$ cat config.mk
export PLATFORM = sky130hd
export DESIGN_NAME = periodic_task_timer_bank
export DESIGN_NICKNAME = d
export VERILOG_FILES = /design/src/rtl/ptt_pkg.sv /design/src/rtl/periodic_task_timer_bank.sv
export SDC_FILE = /design/constraint.sdc
export NUM_CORES = 1
export LEC_CHECK = 0
export ABC_AREA = 1
export BUFFER_PORTS_ARGS = -buffer_cell sky130_fd_sc_hd__buf_2
export CORE_MARGIN = 4
export CORE_UTILIZATION = 40
export CTS_CLUSTER_DIAMETER = 30
export DETAILED_ROUTE_END_ITERATION = 7
export PLACE_DENSITY = 0.62
export SKIP_LAST_GASP = 1
export SLEW_MARGIN = 20
export SYNTH_ARGS = -nofsm -noshare
export SYNTH_HDL_FRONTEND = slang
export SYNTH_SLANG_ARGS = --single-unit
$ cat constraint.sdc
create_clock -name aclk -period 3.9 [get_ports aclk]
set_clock_uncertainty 0.15 [all_clocks]
set_input_delay 0.78 -clock aclk [delete_from_list [all_inputs] [get_ports aclk]]
set_output_delay 0.78 -clock aclk [all_outputs]
set_load 0.02 [all_outputs]
$ cat src/rtl/ptt_pkg.sv
// Shared constants and types for the periodic task timer bank.
`default_nettype none

package ptt_pkg;

    localparam int NUM_ENTRIES_DEF = 16;   // default number of timer entries
    localparam int TIME_W          = 16;   // period / remaining time width (ms)
    localparam int TICK_W          = 10;   // tick period register width
    localparam int IDX_OUT_W       = 4;    // entry index width on the ports
    localparam int ADDR_W          = 2;    // APB byte address width
    localparam int DATA_W          = 32;   // APB data width

    localparam logic [ADDR_W-1:0] REG_TICK_PERIOD = 2'd0;
    localparam logic [TICK_W-1:0] TICK_RESET      = 10'd1;

    localparam logic CMD_LOAD = 1'b0;
    localparam logic CMD_TICK = 1'b1;

    // One timer entry as kept in the entry memory.
    typedef struct packed {
        logic              enable;
        logic [TIME_W-1:0] period;
        logic [TIME_W-1:0] remain;
    } entry_t;

endpackage

`default_nettype wire

$ cat src/rtl/periodic_task_timer_bank.sv
// Periodic task timer bank: entry memory, tick walker and result register.
`default_nettype none

// Channel   Dir  Handshake          Payload
// s_        in   s_valid/s_ready    s_cmd, s_entry_index, s_entry_period,
//                                   s_entry_delay, s_entry_enable
// m_        out  m_valid/m_ready    m_fired_index, m_last_fire
// APB       in   psel/penable/...   tick_period_ms at byte address 0
//
// A load item is written into the entry memory in the cycle it is accepted.
// A tick item walks the entry memory one entry per cycle, except while
// stalled, through one shared evaluate/decrement unit, then flushes, waiting
// for a free result register; s_ready is low throughout. The read port
// of the entry memory is pipelined one entry ahead of the write-back.
// Reset (synchronous, aresetn low) clears the per-entry valid bits at once;
// an entry never written reads as all zero, so no clearing pass is needed.
// s_ready is high only while no tick is in progress. A fire is held until the
// next fire or the flush so that the last fire of a tick can be marked; the
// walk stalls only when a second fire finds the result register occupied.

module periodic_task_timer_bank #(
    parameter int NUM_ENTRIES = ptt_pkg::NUM_ENTRIES_DEF
) (
    input  wire logic                          aclk,
    input  wire logic                          aresetn,
    // input items
    input  wire logic                          s_valid,
    output logic                               s_ready,
    input  wire logic                          s_cmd,
    input  wire logic [ptt_pkg::IDX_OUT_W-1:0] s_entry_index,
    input  wire logic [ptt_pkg::TIME_W-1:0]    s_entry_period,
    input  wire logic [ptt_pkg::TIME_W-1:0]    s_entry_delay,
    input  wire logic                          s_entry_enable,
    // fire results
    output logic                               m_valid,
    input  wire logic                          m_ready,
    output logic [ptt_pkg::IDX_OUT_W-1:0]      m_fired_index,
    output logic                               m_last_fire,
    // configuration
    input  wire logic                          psel,
    input  wire logic                          penable,
    input  wire logic                          pwrite,
    input  wire logic [ptt_pkg::ADDR_W-1:0]    paddr,
    input  wire logic [ptt_pkg::DATA_W-1:0]    pwdata,
    output logic [ptt_pkg::DATA_W-1:0]         prdata,
    output logic                               pready
);

    localparam int IDX_W = (NUM_ENTRIES > 1) ? $clog2(NUM_ENTRIES) : 1;
    localparam int CNT_W = $clog2(NUM_ENTRIES + 1);
    localparam int IDXC_W = (IDX_W > ptt_pkg::IDX_OUT_W) ? IDX_W + 1 : ptt_pkg::IDX_OUT_W + 1;

    typedef enum logic [1:0] {
        ST_IDLE,
        ST_WALK,
        ST_FLUSH
    } state_t;

    // ---------------- configuration ----------------
    logic [ptt_pkg::TICK_W-1:0] tick_reg;
    logic                       cfg_wr;

    assign pready = 1'b1;
    assign cfg_wr = psel && penable && pwrite && pready;

    always_ff @(posedge aclk) begin
        if (!aresetn) begin
            tick_reg <= ptt_pkg::TICK_RESET;
        end else if (cfg_wr && (paddr == ptt_pkg::REG_TICK_PERIOD)) begin
            tick_reg <= pwdata[ptt_pkg::TICK_W-1:0];
        end
    end

    always_comb begin
        prdata = '0;
        if (paddr == ptt_pkg::REG_TICK_PERIOD) begin
            prdata = ptt_pkg::DATA_W'(tick_reg);
        end
    end

    // ---------------- control registers ----------------
    state_t                     state_reg, state_next;
    logic [CNT_W-1:0]           cnt_reg, cnt_next;        // next entry to read
    logic                       ev_vld_reg, ev_vld_next;  // read data is live
    logic [IDX_W-1:0]           ev_idx_reg, ev_idx_next;
    logic                       held_vld_reg, held_vld_next;
    logic [IDX_W-1:0]           held_idx_reg, held_idx_next;
    logic                       out_vld_reg, out_vld_next;
    logic [ptt_pkg::IDX_OUT_W-1:0] out_idx_reg, out_idx_next;
    logic                       out_last_reg, out_last_next;

    // ---------------- entry memory ----------------
    ptt_pkg::entry_t            mem [NUM_ENTRIES];
    logic [NUM_ENTRIES-1:0]     ent_vld_reg;
    ptt_pkg::entry_t            rd_data_reg;
    logic                       rd_valid_reg;
    logic                       rd_en;
    logic [IDX_W-1:0]           rd_addr;
    logic                       wr_en;
    logic [IDX_W-1:0]           wr_addr;
    ptt_pkg::entry_t            wr_data;

    // ---------------- shared evaluate unit ----------------
    ptt_pkg::entry_t            ev_entry;
    logic                       fire;
    logic [ptt_pkg::TIME_W-1:0] reload;
    logic [ptt_pkg::TIME_W-1:0] tick_ext;
    logic [ptt_pkg::TIME_W-1:0] dec;
    logic                       out_free;
    logic                       stall;
    logic                       issue;
    logic                       s_acc;
    logic                       load_ok;
    logic [IDX_W-1:0]           load_addr;

    assign s_ready = (state_reg == ST_IDLE);
    assign s_acc   = s_valid && s_ready;
    assign load_ok = s_acc && (s_cmd == ptt_pkg::CMD_LOAD) &&
                     (IDXC_W'(s_entry_index) < IDXC_W'(NUM_ENTRIES));
    assign load_addr = IDX_W'(s_entry_index);

    // Entries never written read as zero: disabled, period and time zero.
    assign ev_entry = rd_valid_reg ? rd_data_reg : '0;
    assign fire     = ev_vld_reg && ev_entry.enable && (ev_entry.remain == '0);
    assign reload   = fire ? ev_entry.period : ev_entry.remain;
    assign tick_ext = ptt_pkg::TIME_W'(tick_reg);
    assign dec      = (reload > tick_ext) ? (reload - tick_ext) : '0;

    assign out_free = !out_vld_reg || m_ready;
    // A second fire needs the result register for the held one.
    assign stall    = fire && held_vld_reg && !out_free;
    assign issue    = (state_reg == ST_WALK) && (cnt_reg != CNT_W'(NUM_ENTRIES)) && !stall;

    assign rd_en   = issue;
    assign rd_addr = cnt_reg[IDX_W-1:0];

    always_comb begin
        wr_en   = 1'b0;
        wr_addr = load_addr;
        wr_data = '{enable: s_entry_enable, period: s_entry_period, remain: s_entry_delay};
        if (load_ok) begin
            wr_en = 1'b1;
        end else if ((state_reg == ST_WALK) && ev_vld_reg && !stall) begin
            wr_en   = 1'b1;
            wr_addr = ev_idx_reg;
            wr_data = '{enable: ev_entry.enable, period: ev_entry.period, remain: dec};
        end
    end

    always_ff @(posedge aclk) begin
        if (wr_en) begin
            mem[wr_addr] <= wr_data;
        end
        if (rd_en) begin
            rd_data_reg <= mem[rd_addr];
        end
    end

    always_ff @(posedge aclk) begin
        if (!aresetn) begin
            ent_vld_reg  <= '0;
            rd_valid_reg <= 1'b0;
        end else begin
            if (wr_en) begin
                ent_vld_reg[wr_addr] <= 1'b1;
            end
            if (rd_en) begin
                rd_valid_reg <= ent_vld_reg[rd_addr];
            end
        end
    end

    // ---------------- sequencer ----------------
    always_comb begin
        state_next    = state_reg;
        cnt_next      = cnt_reg;
        ev_vld_next   = ev_vld_reg;
        ev_idx_next   = ev_idx_reg;
        held_vld_next = held_vld_reg;
        held_idx_next = held_idx_reg;
        out_vld_next  = out_vld_reg && !m_ready;
        out_idx_next  = out_idx_reg;
        out_last_next = out_last_reg;

        unique case (state_reg)
            ST_IDLE: begin
                if (s_acc && (s_cmd == ptt_pkg::CMD_TICK)) begin
                    state_next = ST_WALK;
                    cnt_next   = '0;
                end
            end
            ST_WALK: begin
                if (!stall) begin
                    ev_vld_next = issue;
                    ev_idx_next = cnt_reg[IDX_W-1:0];
                    if (issue) begin
                        cnt_next = cnt_reg + CNT_W'(1);
                    end
                    if (fire) begin
                        if (held_vld_reg) begin
                            out_vld_next  = 1'b1;
                            out_idx_next  = ptt_pkg::IDX_OUT_W'(held_idx_reg);
                            out_last_next = 1'b0;
                        end
                        held_vld_next = 1'b1;
                        held_idx_next = ev_idx_reg;
                    end
                    if ((cnt_reg == CNT_W'(NUM_ENTRIES)) && !ev_vld_reg) begin
                        state_next = ST_FLUSH;
                    end
                end
            end
            ST_FLUSH: begin
                if (!held_vld_reg) begin
                    state_next = ST_IDLE;
                end else if (out_free) begin
                    out_vld_next  = 1'b1;
                    out_idx_next  = ptt_pkg::IDX_OUT_W'(held_idx_reg);
                    out_last_next = 1'b1;
                    held_vld_next = 1'b0;
                    state_next    = ST_IDLE;
                end
            end
            default: begin
                state_next = ST_IDLE;
            end
        endcase
    end

    always_ff @(posedge aclk) begin
        if (!aresetn) begin
            state_reg    <= ST_IDLE;
            cnt_reg      <= '0;
            ev_vld_reg   <= 1'b0;
            held_vld_reg <= 1'b0;
            out_vld_reg  <= 1'b0;
        end else begin
            state_reg    <= state_next;
            cnt_reg      <= cnt_next;
            ev_vld_reg   <= ev_vld_next;
            held_vld_reg <= held_vld_next;
            out_vld_reg  <= out_vld_next;
        end
        ev_idx_reg   <= ev_idx_next;
        held_idx_reg <= held_idx_next;
        out_idx_reg  <= out_idx_next;
        out_last_reg <= out_last_next;
    end

    assign m_valid       = out_vld_reg;
    assign m_fired_index = out_idx_reg;
    assign m_last_fire   = out_last_reg;

    // ---------------- assertions ----------------
    // No fire may be left behind once a tick is finished.
    a_idle_no_held: assert property (@(posedge aclk) disable iff (!aresetn)
        (state_reg == ST_IDLE) |-> !held_vld_reg)
        else $error("held fire left over in idle");

    // The evaluate stage is only live during a walk.
    a_ev_in_walk: assert property (@(posedge aclk) disable iff (!aresetn)
        ev_vld_reg |-> (state_reg == ST_WALK))
        else $error("evaluate stage live outside walk");

    // Write-back never hits the entry being read in the same cycle.
    a_no_rw_clash: assert property (@(posedge aclk) disable iff (!aresetn)
        (rd_en && wr_en) |-> (wr_addr != rd_addr))
        else $error("entry memory read/write collision");

    // A stall holds the walk position.
    a_stall_holds: assert property (@(posedge aclk) disable iff (!aresetn)
        stall |=> ($stable(cnt_reg) && ev_vld_reg))
        else $error("walk advanced during stall");

endmodule

`default_nettype wire
Word level (Yosys, flattened, before mapping)
Memory sizes are Yosys's and may differ from the RTL's. A register that Yosys moved wholly into a read port is not among the register bits.
Cells that the tools add are included.
{"block": "classes", "n_addsub": 2, "magnitude_cmp": 4, "eq_ne": 13, "n_mux": 49, "n_bitwise": 3, "n_reduce_logical": 34}
{"operator": "2-to-1 mux 33 bit", "count": 3}
{"operator": "2-to-1 mux 16 bit", "count": 2}
{"operator": "2-to-1 mux 4 bit", "count": 7}
{"operator": "2-to-1 mux 1 bit", "count": 20}
{"operator": "logical AND 1 bit", "count": 17}
{"operator": "greater-than comparator 16 x 10 -> 1 bit", "count": 1}
{"operator": "logical NOT 16 bit", "count": 1}
{"operator": "bitwise OR 16 bit", "count": 1}
{"operator": "subtractor 16 x 10 -> 16 bit", "count": 1}
{"operator": "2-to-1 mux 5 bit", "count": 3}
{"operator": "!= test 2 bit, second input constant", "count": 6}
{"operator": "< comparator 4 x 5 -> 1 bit, second input constant", "count": 2}
{"operator": "2-to-1 mux 10 bit", "count": 1}
{"operator": "2-to-1 mux 2 bit", "count": 5}
{"operator": "case mux 5 bit (2 select lines)", "count": 1}
{"operator": "case mux 4 bit (2 select lines)", "count": 1}
{"operator": "AND reduction 4 bit", "count": 2}
{"operator": "case mux 1 bit (2 select lines)", "count": 3}
{"operator": "case mux 2 bit (3 select lines)", "count": 1}
{"operator": "AND reduction 3 bit", "count": 2}
{"operator": "AND reduction 6 bit", "count": 1}
{"operator": "adder 5 x 1 -> 5 bit, second input constant", "count": 1}
{"operator": "equality test 5 bit, second input constant", "count": 1}
{"operator": "logical NOT 1 bit", "count": 5}
{"operator": "other kinds (13)", "count": 17}
{"block": "totals", "regBits": 50, "ram_bits": 528, "output_inout_bits": 40, "elab_cells": 118, "mem_count": 1}
{"name": "mem", "depth": 16, "word_bits": 33, "read_ports": 1, "rd_ports_with_merged_regs": 1, "wr": 1, "line": "periodic_task_timer_bank.sv:93", "text": "ptt_pkg::entry_t mem [NUM_ENTRIES];"}

Depth between registers and ports, before layout
{"block": "depth", "ltp_word": 14, "ltp_mapped": 20}

Worst setup path after synthesis
No wires, ideal clock.
{"block": "synth_timing", "path_type": "register to register", "start": "reg rd_valid_reg", "end": "mem mem[0][8] (netlist name), data pin", "setup_time_ns": 0.330, "arrival_time_ns": 3.287, "path_slack_ns": 0.133, "stages_incl_launch_ff": 16, "n_path_buf": 2, "synth_period_minus_slack_ns": 3.767, "cell_sequence": "dfxtp_1 -> buf_2 -> buf_4 -> nand2_1 -> inv_1 -> nand4_1 -> nor4_1 -> nand4_1 -> o21ai_0 -> fa_1 -> inv_1 -> o21a_1 -> o21ai_0 -> a31oi_1 -> xor2_1 -> o21ai_0"}
{"element": "start: declaration", "line": "periodic_task_timer_bank.sv:96", "text": "logic rd_valid_reg;"}
{"element": "start signal: assignment", "line": "periodic_task_timer_bank.sv:168", "text": "rd_valid_reg <= ent_vld_reg[rd_addr];"}
{"element": "end: declaration", "line": "periodic_task_timer_bank.sv:93"}

==> results.md <==
- FF-to-FF Start: rd_valid_reg
- Fmax: 0.267 GHz
- Arrival time worst endpoint: 3.99 ns
- Area of placed instances: 27000 um^2
- Worst Setup End Kind: flip-flop
- Synth Instances: approximately 2.1k
- Final #Nets: 2354
- Cts-stage hold buffer count: 0
- Share of the synthesized area in the top cell type: 0.687
- Root Buffer: clkbuf_16
- Pin count of the biggest net entering global routing: between 150 and 200
- DRC Markers: 0
- Power per cell area: 709 nW/um^2
- IO buf count: 73
- Worst Tran Pin Value: 1.16 ns
- Final hold violations: 0
- Total track usage: 0.204
- Final instance area: 31000 um^2
- Max H-tree Level: 3
- Yosys top cell by area: edfxtp_1
- Layout area overhead: 23.5%
- Reported leakage power: 11.1 nW
- Max reg flops: 528
- Vias in the first global route: 16.9k
- CTS sink cnt: 611
- Die width: ~260 um
- Clock Path Buffers: 3
- First-pass GRT wire length: a little over 100000 um
- Core outline area: 61900 um^2
- Synth cell types: between 40 and 50
- Site Rows: between 90 and 100
- RSZ-0062 raised after global routing: true
- Worst-path clk slew: 0.05 ns
- Cells on worst reg2reg path: 20
- Req. time, crit path: 4.14 ns
- Share of post-route cells with drive strength above 1: 0.174
- Final setup violation count: 0
- Slew headroom: 0.229
- Die area: 66800 um^2
- Yosys warning count: 0
- Crit start category: flip-flop
- Worst hold path class: reg2reg
- Vias: 17.5k
- Final Non-Filler Cells: 3192
- Max-slew violation count: 0
- Syn avg cell area: 11.9 um^2
- Outcome: finished, final reports clean
- HP Start: held_idx_reg[3]
- Overall Power: 22.0 mW
- Critical path class: reg2reg
- Critical Path Source: rd_valid_reg
- Seq/Total Area, Yosys: 0.716
- Synth top area cells: edfxtp_1 (69%), o21ai_0 (6.6%), nor2_1 (4.5%)
- Initial antenna violation count: 1
- Routed Antenna Nets: 0
- Antenna Cells: 0
- Vias/cell: roughly 5.5
- Chip Height: 259 um
- Final estimated routing congestion in global placement: 0.942
- Mapped cell area: 25100 um^2
- Initial Utilization: 0.405
- Placed insts: 2980
- Total congestion overflow: 0
- Hold-critical path depth: 0
- Peak VDD IR: 0.000373 V
- Period utilization: 0.960
- EDFF count, synth: 574
- Total routed wirelength: 70300 um
- CP Max Fanout: 26
- CTS buffer count: 113
- Drt first pass iters: 6
- I/O pin count: 119
- Post-synthesis register bit count: roughly 610
- Crit path time final: 3.74 ns
- Hpwl dp: 38800 um
- Top FF cell, synth: edfxtp_1
- Wirelength per Cell: 22.0 um
- Clock latency at the later pin of the worst-skew pair: approximately 0.66 ns
- CTS tree: yes
- Max-cap violations: 0
- Detailed Route Iter0 Violations: about 1.8k
- Ys async rst share: 0
==> through the flow <==
stage | util | setup slack [ns] | hold WS [ns] | TNS, ns
global route | 0.501 | -0.00894 | 0.282 | -0.106
CTS | 0.500 | 0.0459 | 0.250 | 0
finish | 0.501 | 0.158 | 0.272 | 0
global placement | 0.436 | -0.0151 | 0.254 | -0.235
detailed placement | 0.436 | 0.0591 | 0.257 | 0
floorplan | - | 0.133 | 0.250 | 0
==> path summary, 6_finish.rpt <==
check,endpoint,slack (ns)
setup reg to reg,mem[5][13],0.16
hold / removal,m_fired_index[3],0.27
hold reg to reg,m_fired_index[3],0.27
setup / recovery,mem[5][13],0.16
==> layout by cell type, fill, tap and decap left out, drive strengths merged, types with 9 or more instances in the layout <==
| master | synthesis | routed |
|---|---|---|
| edfxtp | 574 | 574 |
| o21ai | 343 | 343 |
| nor2 | 317 | 317 |
| nand2 | 297 | 297 |
| buf | 36 | 160 |
| o22ai | 132 | 132 |
| clkbuf | 107 | 131 |
| inv | 94 | 102 |
| a21oi | 54 | 54 |
| nand4 | 41 | 41 |
| clkinv | 3 | 40 |
| dfxtp | 37 | 37 |
| conb | 2 | 23 |
| bufinv | 0 | 23 |
| nand3 | 23 | 23 |
| ha | 15 | 15 |
| clkinvlp | 0 | 12 |
| xor2 | 9 | 9 |
==> cell usage after synthesis, types with 5 or more instances <==
cell type    n
nand4_1     40
a21oi_1     53
clkbuf_1   107
ha_1        15
nand3_1     18
dfxtp_1     37
buf_4       24
nor2_2      14
buf_1        5
o21ai_2     11
inv_1       89
o21ai_0    331
o22ai_1    132
xor2_1       9
nor2_1     299
nand2_1    295
edfxtp_1   574
inv_2        5
==> layer usage <==
metal,vias to the layer above,routed length [um],track usage
met2,790,32700,0.321
li1,7876,-,-
met1,8737,29200,0.279
met3,123,6410,0.0466
met4,2,2000,0.0778
met5,-,13,0
==> final cells by class <==
type | count | area, um^2
clock buffers | 131 | 2920
clock inverters | 80 | 1090
fillers | 5273 | 30900
inverters | 97 | 370
multi-input cells | 1276 | 6210
flip-flops and latches | 611 | 18000
well taps | 837 | 1050
repair buffers | 160 | 1380
==> power breakdown <==
group	switching [mW]	internal, mW
combinational	2.72	1.20
clock	3.27	6.87
sequential	0.174	7.75
total	6.17	15.8
==> kinds of logic (layout without fill, tap and decap cells) <==
group / Yosys count / count (layout) / share of synthesized area
AO/OA/AOI/OAI: 541 / 541 / 0.118
XOR/XNOR: 13 / 13 / 0.00454
adder cells (fa/ha/maj): 16 / 16 / 0.00827
buffers and inverters: 240 / 468 / 0.0406
flip-flops: 611 / 611 / 0.716
other: 2 / 23 / 0.000299
AND/OR/NAND/NOR: 683 / 683 / 0.113
==> what timing repair did <==
| action | 4_1_cts | 5_1_grt |
|---|---|---|
| setup endpoints to repair | 0 | 256 |
| setup buffers | 0 | 1 |
| resized for setup | 0 | 3 |
==> critical path, stage by stage, from the launching register on <==
cell,delay [ns]
dfxtp_1,0.32
buf_12,0.16
nand2_1,0.12
nand2_1,0.09
inv_2,0.06
nand3_1,0.07
nor4_1,0.23
nand4_1,0.12
buf_4,0.18
o21ai_0,0.24
ha_1,0.36
inv_1,0.08
o21bai_1,0.10
a21oi_1,0.15
nand3_1,0.16
o41ai_1,0.13
nand3_2,0.16
buf_4,0.18
nand3_1,0.08
o21ai_1,0.12
buf_4,0.22
No activity file was read; power rests on OpenSTA's default activity.
